**src/hw/rtl/periodic_job_timer_table_assert.svh**
```systemverilog
// Assertion macros shared by the periodic job timer table RTL.
// Included by the modules that carry concurrent checks; needs no package.
`ifndef PERIODIC_JOB_TIMER_TABLE_ASSERT_SVH
`define PERIODIC_JOB_TIMER_TABLE_ASSERT_SVH
`ifndef SYNTHESIS
// Check that a property holds at every rising clock edge outside reset.
`define PJTT_ASSERT(label, clk, rst, prop, msg) \
  label: assert property (@(posedge clk) disable iff (rst) (prop)) else $error(msg);
// Check that a condition never holds outside reset.
`define PJTT_ASSERT_NEVER(label, clk, rst, cond, msg) \
  label: assert property (@(posedge clk) disable iff (rst) !(cond)) else $error(msg);
`else
`define PJTT_ASSERT(label, clk, rst, prop, msg)
`define PJTT_ASSERT_NEVER(label, clk, rst, cond, msg)
`endif
`endif

```
**src/hw/rtl/pjtt_pkg.sv**
```systemverilog
// Package for the periodic job timer table: sizes, codes and beat types.
// No dependencies; imported by every module of the block.
`timescale 1ns / 1ps
`default_nettype none

package pjtt_pkg;

  localparam int SLOTS       = 16;
  localparam int SLOT_W      = $clog2(SLOTS);
  localparam int MAX_RESULTS = 16;
  localparam int CNT_W       = $clog2(MAX_RESULTS + 1);
  localparam int RES_SLOT_W  = 4;

  // Command kinds
  localparam logic [1:0] KIND_ADD    = 2'd0;
  localparam logic [1:0] KIND_REMOVE = 2'd1;
  localparam logic [1:0] KIND_TICK   = 2'd2;

  // Result kinds
  localparam logic [1:0] RES_ADDED = 2'd0;
  localparam logic [1:0] RES_FULL  = 2'd1;
  localparam logic [1:0] RES_FIRED = 2'd2;

  typedef struct packed {
    logic [1:0]  kind;
    logic [31:0] now_ticks;
    logic [15:0] job_tag;
    logic [31:0] first_delay;
    logic [31:0] repeat_period;
    logic [3:0]  slot_index;
  } cmd_t;

  typedef struct packed {
    logic [1:0]            result_kind;
    logic [RES_SLOT_W-1:0] slot;
    logic [15:0]           tag;
    logic                  last;
  } result_t;

  typedef struct packed {
    logic [31:0] start;
    logic [31:0] duration;
    logic [31:0] period;
    logic [15:0] tag;
  } entry_t;

endpackage

`default_nettype wire

```
**src/hw/rtl/pjtt_entry_ram.sv**
```systemverilog
// Slot entry memory: start, duration, period and tag of every timer slot.
// One write port, one read port with registered read data; uses pjtt_pkg.
`timescale 1ns / 1ps
`default_nettype none

module pjtt_entry_ram (
  input  wire                        clk,
  input  wire                        we,
  input  wire  [pjtt_pkg::SLOT_W-1:0] waddr,
  input  pjtt_pkg::entry_t           wdata,
  input  wire  [pjtt_pkg::SLOT_W-1:0] raddr,
  output pjtt_pkg::entry_t           rdata
);
  import pjtt_pkg::*;

  entry_t mem [SLOTS];

  always_ff @(posedge clk) begin
    if (we) begin
      mem[waddr] <= wdata;
    end
    rdata <= mem[raddr];
  end

endmodule

`default_nettype wire

```
**src/hw/rtl/pjtt_slot_alloc.sv**
```systemverilog
// Free slot finder: lowest-numbered slot whose busy bit is clear.
// Pure combinational priority encoder; uses pjtt_pkg.
`timescale 1ns / 1ps
`default_nettype none

module pjtt_slot_alloc (
  input  wire  [pjtt_pkg::SLOTS-1:0]  busy_bits,
  output logic                        found,
  output logic [pjtt_pkg::SLOT_W-1:0] idx
);
  import pjtt_pkg::*;

  always_comb begin
    found = 1'b0;
    idx   = '0;
    // walk downward so the lowest free slot wins
    for (int i = SLOTS - 1; i >= 0; i--) begin
      if (!busy_bits[i]) begin
        found = 1'b1;
        idx   = SLOT_W'(i);
      end
    end
  end

endmodule

`default_nettype wire

```
**src/hw/rtl/periodic_job_timer_table.sv**
```systemverilog
// Periodic job timer table, top level: command decode, tick scan, result beats.
// Uses pjtt_pkg, pjtt_entry_ram, pjtt_slot_alloc and the assertion header.
//
// Usage:
//   Drive cmd and raise start; a command beat is taken at an edge where start
//   is high and busy is low. Result beats come out on result, each valid for
//   exactly one cycle while result_valid is high; the receiver cannot stall
//   them, so it must take every beat as it comes.
//   Add: one result beat (job added with its slot, or table full) in the cycle
//   after the command is taken; busy stays low, so commands can stream.
//   Remove: no result; busy stays low.
//   Tick: busy is high through the scan and the flush that follows it. The scan
//   reads one slot entry per cycle from the entry memory, so the scan length
//   is set by that single read port. Each fired beat is held until the next
//   firing or the end of the scan settles its last flag; the final one, marked
//   by last, is out in the first cycle with busy low.
//   A tick with nothing due gives no beat.
// Reset: synchronous, active high; marks every slot free. Slot entries need
// no clearing since an entry is only used for a busy slot, which its add wrote.
`timescale 1ns / 1ps
`default_nettype none
`include "periodic_job_timer_table_assert.svh"

module periodic_job_timer_table (
  input  wire               clk,
  input  wire               rst,
  input  wire               start,
  output logic              busy,
  input  pjtt_pkg::cmd_t    cmd,
  output pjtt_pkg::result_t result,
  output logic              result_valid
);
  import pjtt_pkg::*;

  typedef enum logic [1:0] {
    S_IDLE,
    S_SCAN,
    S_FLUSH
  } state_t;

  localparam logic [SLOT_W-1:0] LAST_SLOT = SLOT_W'(SLOTS - 1);

  state_t            state;
  logic [SLOTS-1:0]  busy_bits;
  cmd_t              cmd_q;

  // scan pipeline: issue stage drives the read address, eval stage sees data
  logic              issue_active;
  logic [SLOT_W-1:0] issue_idx;
  logic              eval_valid;
  logic [SLOT_W-1:0] eval_idx;
  logic [CNT_W-1:0]  fire_cnt;

  // one fired beat is held back until we know whether another follows it
  logic              hold_valid;
  logic [SLOT_W-1:0] hold_slot;
  logic [15:0]       hold_tag;

  logic              accept;
  logic              alloc_found;
  logic [SLOT_W-1:0] alloc_idx;
  logic              add_take;
  logic [31:0]       elapsed;
  logic              fire;
  logic              rearm;
  logic              ram_we;
  logic [SLOT_W-1:0] ram_waddr;
  entry_t            ram_wdata;
  entry_t            rd_entry;

  assign busy   = (state != S_IDLE);
  assign accept = start && !busy;

  pjtt_slot_alloc u_alloc (
    .busy_bits (busy_bits),
    .found     (alloc_found),
    .idx       (alloc_idx)
  );

  pjtt_entry_ram u_ram (
    .clk   (clk),
    .we    (ram_we),
    .waddr (ram_waddr),
    .wdata (ram_wdata),
    .raddr (issue_idx),
    .rdata (rd_entry)
  );

  // Due test on the entry read last cycle; drop firings past the result cap.
  assign elapsed = cmd_q.now_ticks - rd_entry.start;
  assign fire    = (state == S_SCAN) && eval_valid && busy_bits[eval_idx] &&
                   (elapsed >= rd_entry.duration) && (fire_cnt < CNT_W'(MAX_RESULTS));
  assign rearm   = fire && (rd_entry.period != '0);
  assign add_take = accept && (cmd.kind == KIND_ADD) && alloc_found;

  // Write port: adds happen only while idle and rearms only while scanning,
  // and each slot is read once then written at most once per scan, so no forwarding.
  always_comb begin
    ram_we    = add_take || rearm;
    ram_waddr = eval_idx;
    ram_wdata = '{start: cmd_q.now_ticks, duration: rd_entry.period,
                  period: rd_entry.period, tag: rd_entry.tag};
    if (state == S_IDLE) begin
      ram_waddr = alloc_idx;
      ram_wdata = '{start: cmd.now_ticks, duration: cmd.first_delay,
                    period: cmd.repeat_period, tag: cmd.job_tag};
    end
  end

  always_ff @(posedge clk) begin
    if (rst) begin
      state        <= S_IDLE;
      busy_bits    <= '0;
      issue_active <= 1'b0;
      eval_valid   <= 1'b0;
      hold_valid   <= 1'b0;
      fire_cnt     <= '0;
      result_valid <= 1'b0;
    end else begin
      result_valid <= 1'b0;
      eval_valid   <= 1'b0;
      unique case (state)
        S_IDLE: begin
          if (accept) begin
            unique case (cmd.kind)
              KIND_ADD: begin
                // claim the lowest free slot, or report the table full
                result_valid <= 1'b1;
                if (alloc_found) begin
                  busy_bits[alloc_idx] <= 1'b1;
                  result <= '{result_kind: RES_ADDED, slot: RES_SLOT_W'(alloc_idx),
                              tag: '0, last: 1'b1};
                end else begin
                  result <= '{result_kind: RES_FULL, slot: '0, tag: '0, last: 1'b1};
                end
              end
              KIND_REMOVE: begin
                if (32'(cmd.slot_index) < SLOTS) begin
                  busy_bits[SLOT_W'(cmd.slot_index)] <= 1'b0;
                end
              end
              KIND_TICK: begin
                state        <= S_SCAN;
                cmd_q        <= cmd;
                issue_idx    <= '0;
                issue_active <= 1'b1;
                fire_cnt     <= '0;
                hold_valid   <= 1'b0;
              end
              default: begin
              end
            endcase
          end
        end
        S_SCAN: begin
          // advance the read address one slot per cycle
          if (issue_active) begin
            eval_valid <= 1'b1;
            eval_idx   <= issue_idx;
            if (issue_idx == LAST_SLOT) begin
              issue_active <= 1'b0;
            end else begin
              issue_idx <= issue_idx + 1'b1;
            end
          end
          if (eval_valid) begin
            if (fire) begin
              fire_cnt <= fire_cnt + 1'b1;
              if (!rearm) begin
                busy_bits[eval_idx] <= 1'b0;
              end
              // a newer firing exists, so release the held beat as not last
              if (hold_valid) begin
                result_valid <= 1'b1;
                result <= '{result_kind: RES_FIRED, slot: RES_SLOT_W'(hold_slot),
                            tag: hold_tag, last: 1'b0};
              end
              hold_valid <= 1'b1;
              hold_slot  <= eval_idx;
              hold_tag   <= rd_entry.tag;
            end
            if (eval_idx == LAST_SLOT) begin
              state <= S_FLUSH;
            end
          end
        end
        S_FLUSH: begin
          // scan done: the held beat is the final one
          if (hold_valid) begin
            result_valid <= 1'b1;
            result <= '{result_kind: RES_FIRED, slot: RES_SLOT_W'(hold_slot),
                        tag: hold_tag, last: 1'b1};
          end
          hold_valid <= 1'b0;
          state      <= S_IDLE;
        end
        default: begin
          state <= S_IDLE;
        end
      endcase
    end
  end

  `PJTT_ASSERT(a_add_gives_last, clk, rst,
               (accept && cmd.kind == KIND_ADD) |=> (result_valid && result.last),
               "add must give one final beat")
  `PJTT_ASSERT(a_remove_silent, clk, rst,
               (accept && cmd.kind == KIND_REMOVE) |=> !result_valid,
               "remove must give no beat")
  `PJTT_ASSERT(a_add_marks_busy, clk, rst,
               add_take |=> busy_bits[SLOT_W'(result.slot)],
               "added slot not marked busy")
  `PJTT_ASSERT(a_issue_to_eval, clk, rst,
               (state == S_SCAN && issue_active) |=> eval_valid,
               "issued read not evaluated")
  `PJTT_ASSERT_NEVER(a_idle_quiet, clk, rst,
                     state == S_IDLE && (eval_valid || issue_active || hold_valid),
                     "scan pipeline active while idle")

endmodule

`default_nettype wire
```
**config.mk**
```make
export PLATFORM = sky130hd
export DESIGN_NAME = periodic_job_timer_table
export DESIGN_NICKNAME = d
export VERILOG_FILES = /design/src/hw/rtl/pjtt_pkg.sv /design/src/hw/rtl/pjtt_entry_ram.sv /design/src/hw/rtl/pjtt_slot_alloc.sv /design/src/hw/rtl/periodic_job_timer_table.sv
export VERILOG_INCLUDE_DIRS = /design/src /design/src/hw/rtl
export SDC_FILE = /design/constraint.sdc
export NUM_CORES = 2
export LEC_CHECK = 0
export ABC_AREA = 1
export BUFFER_PORTS_ARGS = -buffer_cell sky130_fd_sc_hd__buf_4
export CELL_PAD_IN_SITES_DETAIL_PLACEMENT = 0
export CELL_PAD_IN_SITES_GLOBAL_PLACEMENT = 2
export CORE_MARGIN = 8
export CORE_UTILIZATION = 30
export CTS_CLUSTER_DIAMETER = 150
export DETAILED_ROUTE_END_ITERATION = 7
export PLACE_DENSITY = 0.54
export SLEW_MARGIN = 20
export SYNTH_ARGS = -nofsm -noshare
export SYNTH_HDL_FRONTEND = slang
export SYNTH_SLANG_ARGS = --single-unit
```
**constraint.sdc**
```tcl
create_clock -name clk -period 9.7 [get_ports clk]
set_input_delay 0 -clock clk [delete_from_list [all_inputs] [get_ports clk]]
set_output_delay 0 -clock clk [all_outputs]
set_load 0.1 [all_outputs]
```
# Yosys cells after proc, flatten, opt, wreduce, memory -nomap -nowiden
# Memory sizes are Yosys's and may differ from the RTL's. A register that Yosys moved wholly into a read port is not among the register bits.
# Cells that the tools add are included.
[classes]
n_addsub = 3
order_cmp = 8
eq_ne = 19
mux = 91
bitwise = 7
n_reduce_logical = 30
[op_table]
columns = ["cell", "n"]
rows = [
  ["$mux 23", 6],
  ["$mux 112", 1],
  ["$mux 4", 21],
  ["$mux 16", 5],
  ["$pmux 23 s3", 1],
  ["$pmux 16 s2", 2],
  ["$mux 1", 36],
  ["$and 16x16->16", 2],
  ["$ge 32x32->1", 1],
  ["$not 16->16", 2],
  ["$reduce_bool 32->1", 1],
  ["$sub 32x32->32", 1],
  ["$mux 22", 1],
  ["$mux 5", 4],
  ["$ne 2x2->1 const B", 9],
  ["$or 16x16->16", 1],
  ["$lt 4x5->1 const B", 3],
  ["$demux 1 s4", 3],
  ["$ge 4x1->1 const B", 3],
  ["$reduce_and 4->1", 3],
  ["$logic_and 1x1->1", 11],
  ["$pmux 5 s2", 1],
  ["$reduce_and 5->1", 2],
  ["$eq 4x4->1 const B", 2],
  ["other kinds (25)", 36],
]
[totals]
ff_bits = 110
ram_bits = 1792
input_bits = 121
output_inout_bits = 25
n_memories = 1
[memory_table]
columns = ["name", "words", "word_bits", "rd", "rd_ports_with_merged_regs", "write_ports", "line_no", "source"]
rows = [
  ["u_ram.mem", 16, 112, 1, 1, 1, "pjtt_entry_ram.sv:16", "entry_t mem [SLOTS];"],
]

# Longest topological paths before layout
[depth]
ltp_word = 25
depth_mapped = 34
mapped_depth_nobuf = 34

# By module
# Synthesis repeated with hierarchy kept, for this count alone.
[unflattened]
cells_unflattened = 8626
area_unflattened_um2 = 87591.5
[modules_own_cells]
columns = ["module", "instances", "cells_per_inst", "area_each_um2"]
rows = [
  ["pjtt_entry_ram", 1, 7347, 78783.1],
  ["periodic_job_timer_table", 1, 1241, 8643.3],
  ["pjtt_slot_alloc", 1, 38, 165.2],
]

# Worst setup path before layout
# No wires, ideal clock.
[synth_timing]
path_type = "reg-to-reg"
start = "reg cmd_q[84] (netlist name)"
end = "mem u_ram.mem[0][0] (netlist name) (enable)"
t_arrival_ps = 8135
required_ps = 9116
path_slack_ps = 980
stages_incl_launch_ff = 29
n_path_buf = 0
cell_sequence = "edfxtp_1 inv_1 ha_1 inv_1 fa_1 nand3_1 nand2_1 nand2_1 nand2_1 nand2_1 inv_1 nand3_1 nand3_1 nand2_1 o211ai_1 nand2_1 nand3_1 xor2_1 ha_1 nand2_1 nor2_1 nand4_1 nor2_1 nand4_1 nand3_1 nand3_1 o21ai_0 nand3_1 nor2_1"
[synth_between]
elab_chain_len = 8
[synth_lines]
columns = ["element", "line_no", "source"]
rows = [
  ["start: declaration", "periodic_job_timer_table.sv:45", "cmd_t cmd_q;"],
  ["start signal: assignment", "periodic_job_timer_table.sv:144", "cmd_q <= cmd;"],
  ["$sub 32x32->32", "periodic_job_timer_table.sv:90", "assign elapsed = cmd_q.now_ticks - rd_entry.start;"],
  ["$ge 32x32->1", "periodic_job_timer_table.sv:92", "(elapsed >= rd_entry.duration) && (fire_cnt < CNT_W'(MAX_RESULTS));"],
  ["$logic_and 1x1->1", "periodic_job_timer_table.sv:91", "assign fire = (state == S_SCAN) && eval_valid && busy_bits[eval_idx] &&"],
  ["$logic_and 1x1->1", "periodic_job_timer_table.sv:92", ""],
  ["$logic_and 1x1->1", "periodic_job_timer_table.sv:93", "assign rearm = fire && (rd_entry.period != '0);"],
  ["$logic_or 1x1->1", "periodic_job_timer_table.sv:99", "ram_we = add_take || rearm;"],
  ["$mux 1", "pjtt_entry_ram.sv:19", "if (we) begin"],
  ["$mux 1 (not written as such)", "pjtt_entry_ram.sv:20", "mem[waddr] <= wdata;"],
  ["end: declaration", "pjtt_entry_ram.sv:16", ""],
]
# No other way between the ends.

# Final worst setup path
[layout_timing]
start = "reg cmd_q[84] (netlist name)"
end = "mem u_ram.mem[1][85] (netlist name) (enable)"
# The elaborated chain is that of the path after synthesis.

==> flow_summary.yaml <==
run_status:
  status: "finished, final reports clean"
power_and_ir_drop:
  combinationalPowerShare_pct: 21.2
  seqPwrFrac_pct: 44.7
  vdd_drop_max_v: 0.000210
  p_sw_share_pct: 31.7
  powerDensity_nw_per_um2: 268
  p_leak_uw: 0.0318
  p_total_uw: 25000
  internal_power_uw: 17100
  clockPowerShare_pct: 34.2
  p_switching_uw: 7940
routing:
  post_drt_wl_per_cell_um: 26.7
  drt_first_pass_iters: 5
  via_per_inst: 5.03
  antenna_left: 0
  routed_wirelength_um: 272000
  drc: 0
  drt_iter0_drc: 4194
  vias: 51300
timing:
  finalHoldViolCount: 0
  fin_crit_sh_pct: 69.8
  fin_ws_ns: 2.93
  fin_tns_setup_ns: 0
  worstMarginPinSlew_ns: 1.10
  setup_viol: 0
  rsz0062_at_grt: "no"
  fin_crit_ns: 6.77
  relSlewSlack_pct: 26.2
  fmax_ghz: 0.148
  drv_slew: 0
  skew_ns: 0.0343
global_route:
  antenna_found_initial: 31
  grt_max_degree: 175
  grt_usage_pct: 18.8
  grt_overflow: 0
  grt_pass1_vias: 51100
  grt_first_pass_wirelength_um: 386000
logic_synthesis:
  avgSynthCellArea_um2: 12.7
  synth_edf_count: 1875
  post-synth-top-count-cell: "edfxtp_1"
  syn_area_um2: 79400
  synth_commonest_cells: "edfxtp_1 (1,875), nand2_1 (1,248), o21ai_0 (625), nor2_1 (563), clkbuf_1 (360)"
  synth-async-reset-ratio_pct: 0
  ys_seq_area_share_pct: 74.4
  yosysWarnings: 0
  yosysUniqueCellTypes: 46
  netlist_instances: 6251
  synth_nets: 6443
  yosys.area.top_type_share_pct: 70.9
  synth_area_leaders: "edfxtp_1 (71%), nand2_1 (5.9%), o21ai_0 (3.9%)"
  yosysTopAreaCell: "edfxtp_1"
  synthFlopType: "edfxtp_1"
  synth-seq-cells: 2014
critical_path:
  cp-start-kind: "flop"
  slowest_stage: "nor2_4"
  cp.required_ns: 10.18
  worst-setup-path-type: "reg -> reg"
  arrival_ns: 7.25
  cp_slowest_stage_delay_ns: 0.98
  end_kind: "flop"
  worstPathMaxFanout: 49
floorplan:
  pin_count: 146
  dieWidth_um: 530
  core_um2: 264000
  die_y_um: 530
  initial_core_util_pct: 30.1
  die_area_um2: 281000
  rows: 189
layout:
  final_util_pct: 35.4
  fin_nets: 6658
  syn_to_final_growth_pct: 17.7
  drive_above_1_share_pct: 9.23
  nFillCells: 25900
  design_area_um2: 93400
clock_tree:
  cts_buffer_depth: 3
  cts_root_buf: "clkbuf_16"
  htree_levels: 4
  cts_tree: "done"
  cts_resized: 0
  clock-sinks: 2014
  insertion_delay_ns: 0.87
  clk_pin_slew_ns: 0.06
  cts_buffers: 226
place:
  pre_cts_ws_ns: 2.83
  placed_cell_area_um2: 84700
  gp_congestion: 0.764
  port_buffers: 145
  hpwl_um: 146000
hold_path:
  hold_class: "in -> reg"
run:
  max_cap_viol_count: 0
## repair_timing
item / 4_1_cts / 5_1_grt
hold endpoints to repair: 1144 / 0
hold buffers: 136 / 0
buffers inserted: 0 / 0
## placed cells by master (no fill, tap or decap), types with 94 or more instances in the layout
master	Yosys	final
a21oi_1	336	336
a221oi_1	131	131
buf_4	1	204
clkbuf_16	0	229
dfxtp_1	139	139
dlygate4sd3_1	0	136
edfxtp_1	1875	1875
inv_1	170	165
nand2_1	1248	1247
nand3_1	235	235
nand4_1	108	108
nor2_1	563	543
o21ai_0	625	624
o221ai_1	94	94
o22ai_1	139	139
## kinds of logic (layout without fill, tap and decap cells)
group / after synthesis / in the layout / share of synthesized area [%]
AND/OR/NAND/NOR: 2189 / 2189 / 11.2
flip-flops: 2014 / 2014 / 74.4
AO/OA/AOI/OAI: 1383 / 1383 / 10.2
XOR/XNOR: 33 / 33 / 0.364
adder cells (fa/ha/maj): 71 / 71 / 1.13
other: 0 / 4 / 0
buffers and inverters: 561 / 973 / 2.69
## power groups by stage
stage	Sequential, uW	Combinational (uW)	Clock (uW)
finish	11200	5300	8550
CTS	11200	5420	8770
global placement	11400	5390	0
detailed placement	11400	5350	0
global route	11200	5840	9080
floorplan	11300	2860	0
## metal layers
metal  GRT usage (%)  share of wire (%)  vias up
met5               0              0.022        -
met4            4.60                2.2        8
met3            2.60                4.5      312
met2            30.6                 46     1212
met1            26.7                 47    26400
li1                -                  -    23400
## cell type report
type	count	area [um2]	area share, %
Clock inverter	99	1040	1.11
Tap cell	3533	4420	4.73
Multi-Input combinational cell	3676	18300	19.6
Sequential cell	2014	59100	63.2
Inverter	177	707	0.757
Antenna cell	4	10.0	0.0107
Timing Repair Buffer	371	3510	3.76
Clock buffer	326	6320	6.77
## path summary, 6_finish.rpt
| kind | from | to | slack (ns) | depth (start not counted) |
|---|---|---|---|---|
| worst max register to register | cmd_q[84]$_DFFE_PP_ | u_ram.mem[1][85]$_DFFE_PP_ | 2.93 | 29 |
| worst min-delay path | cmd[71] | u_ram.mem[14][3]$_DFFE_PP_ | 0.06 | 3 |
| worst max-delay path | cmd_q[84]$_DFFE_PP_ | u_ram.mem[1][85]$_DFFE_PP_ | 2.93 | 29 |
| worst min register to register | u_ram.rdata[9]$_DFF_P_ | hold_tag[9]$_DFFE_PP_ | 0.43 | 0 |
## sequential cells by signal, indices dropped and copies added (netlist names)
signal / cells
hold_valid: 1
eval_valid: 1
issue_idx: 4
hold_slot: 4
hold_tag: 16
busy_bits: 16
eval_idx: 4
result_valid: 1
u_ram.rdata: 112
u_ram.mem: 1792
issue_active: 1
result: 23
state: 2
fire_cnt: 5
cmd_q: 32
## per-stage QoR
step | hold WS (ns) | cells
floorplan | 0.0989 | 6251
global route | 0.0563 | 10200
detailed placement | 0.191 | 9634
global placement | 0.193 | 9633
CTS | 0.00217 | 10200
finish | 0.0578 | 10200
## critical path, delay by kind of cell (launching register included)
family | cells | cell delay (ns)
AND/OR/NAND/NOR | 19 | 3.70
adder cells (fa/ha/maj) | 3 | 0.86
buffers and inverters | 4 | 0.66
AO/OA/AOI/OAI | 2 | 0.50
flip-flops | 1 | 0.36
XOR/XNOR | 1 | 0.16
Note: power is estimated with default switching activity, not from simulation.
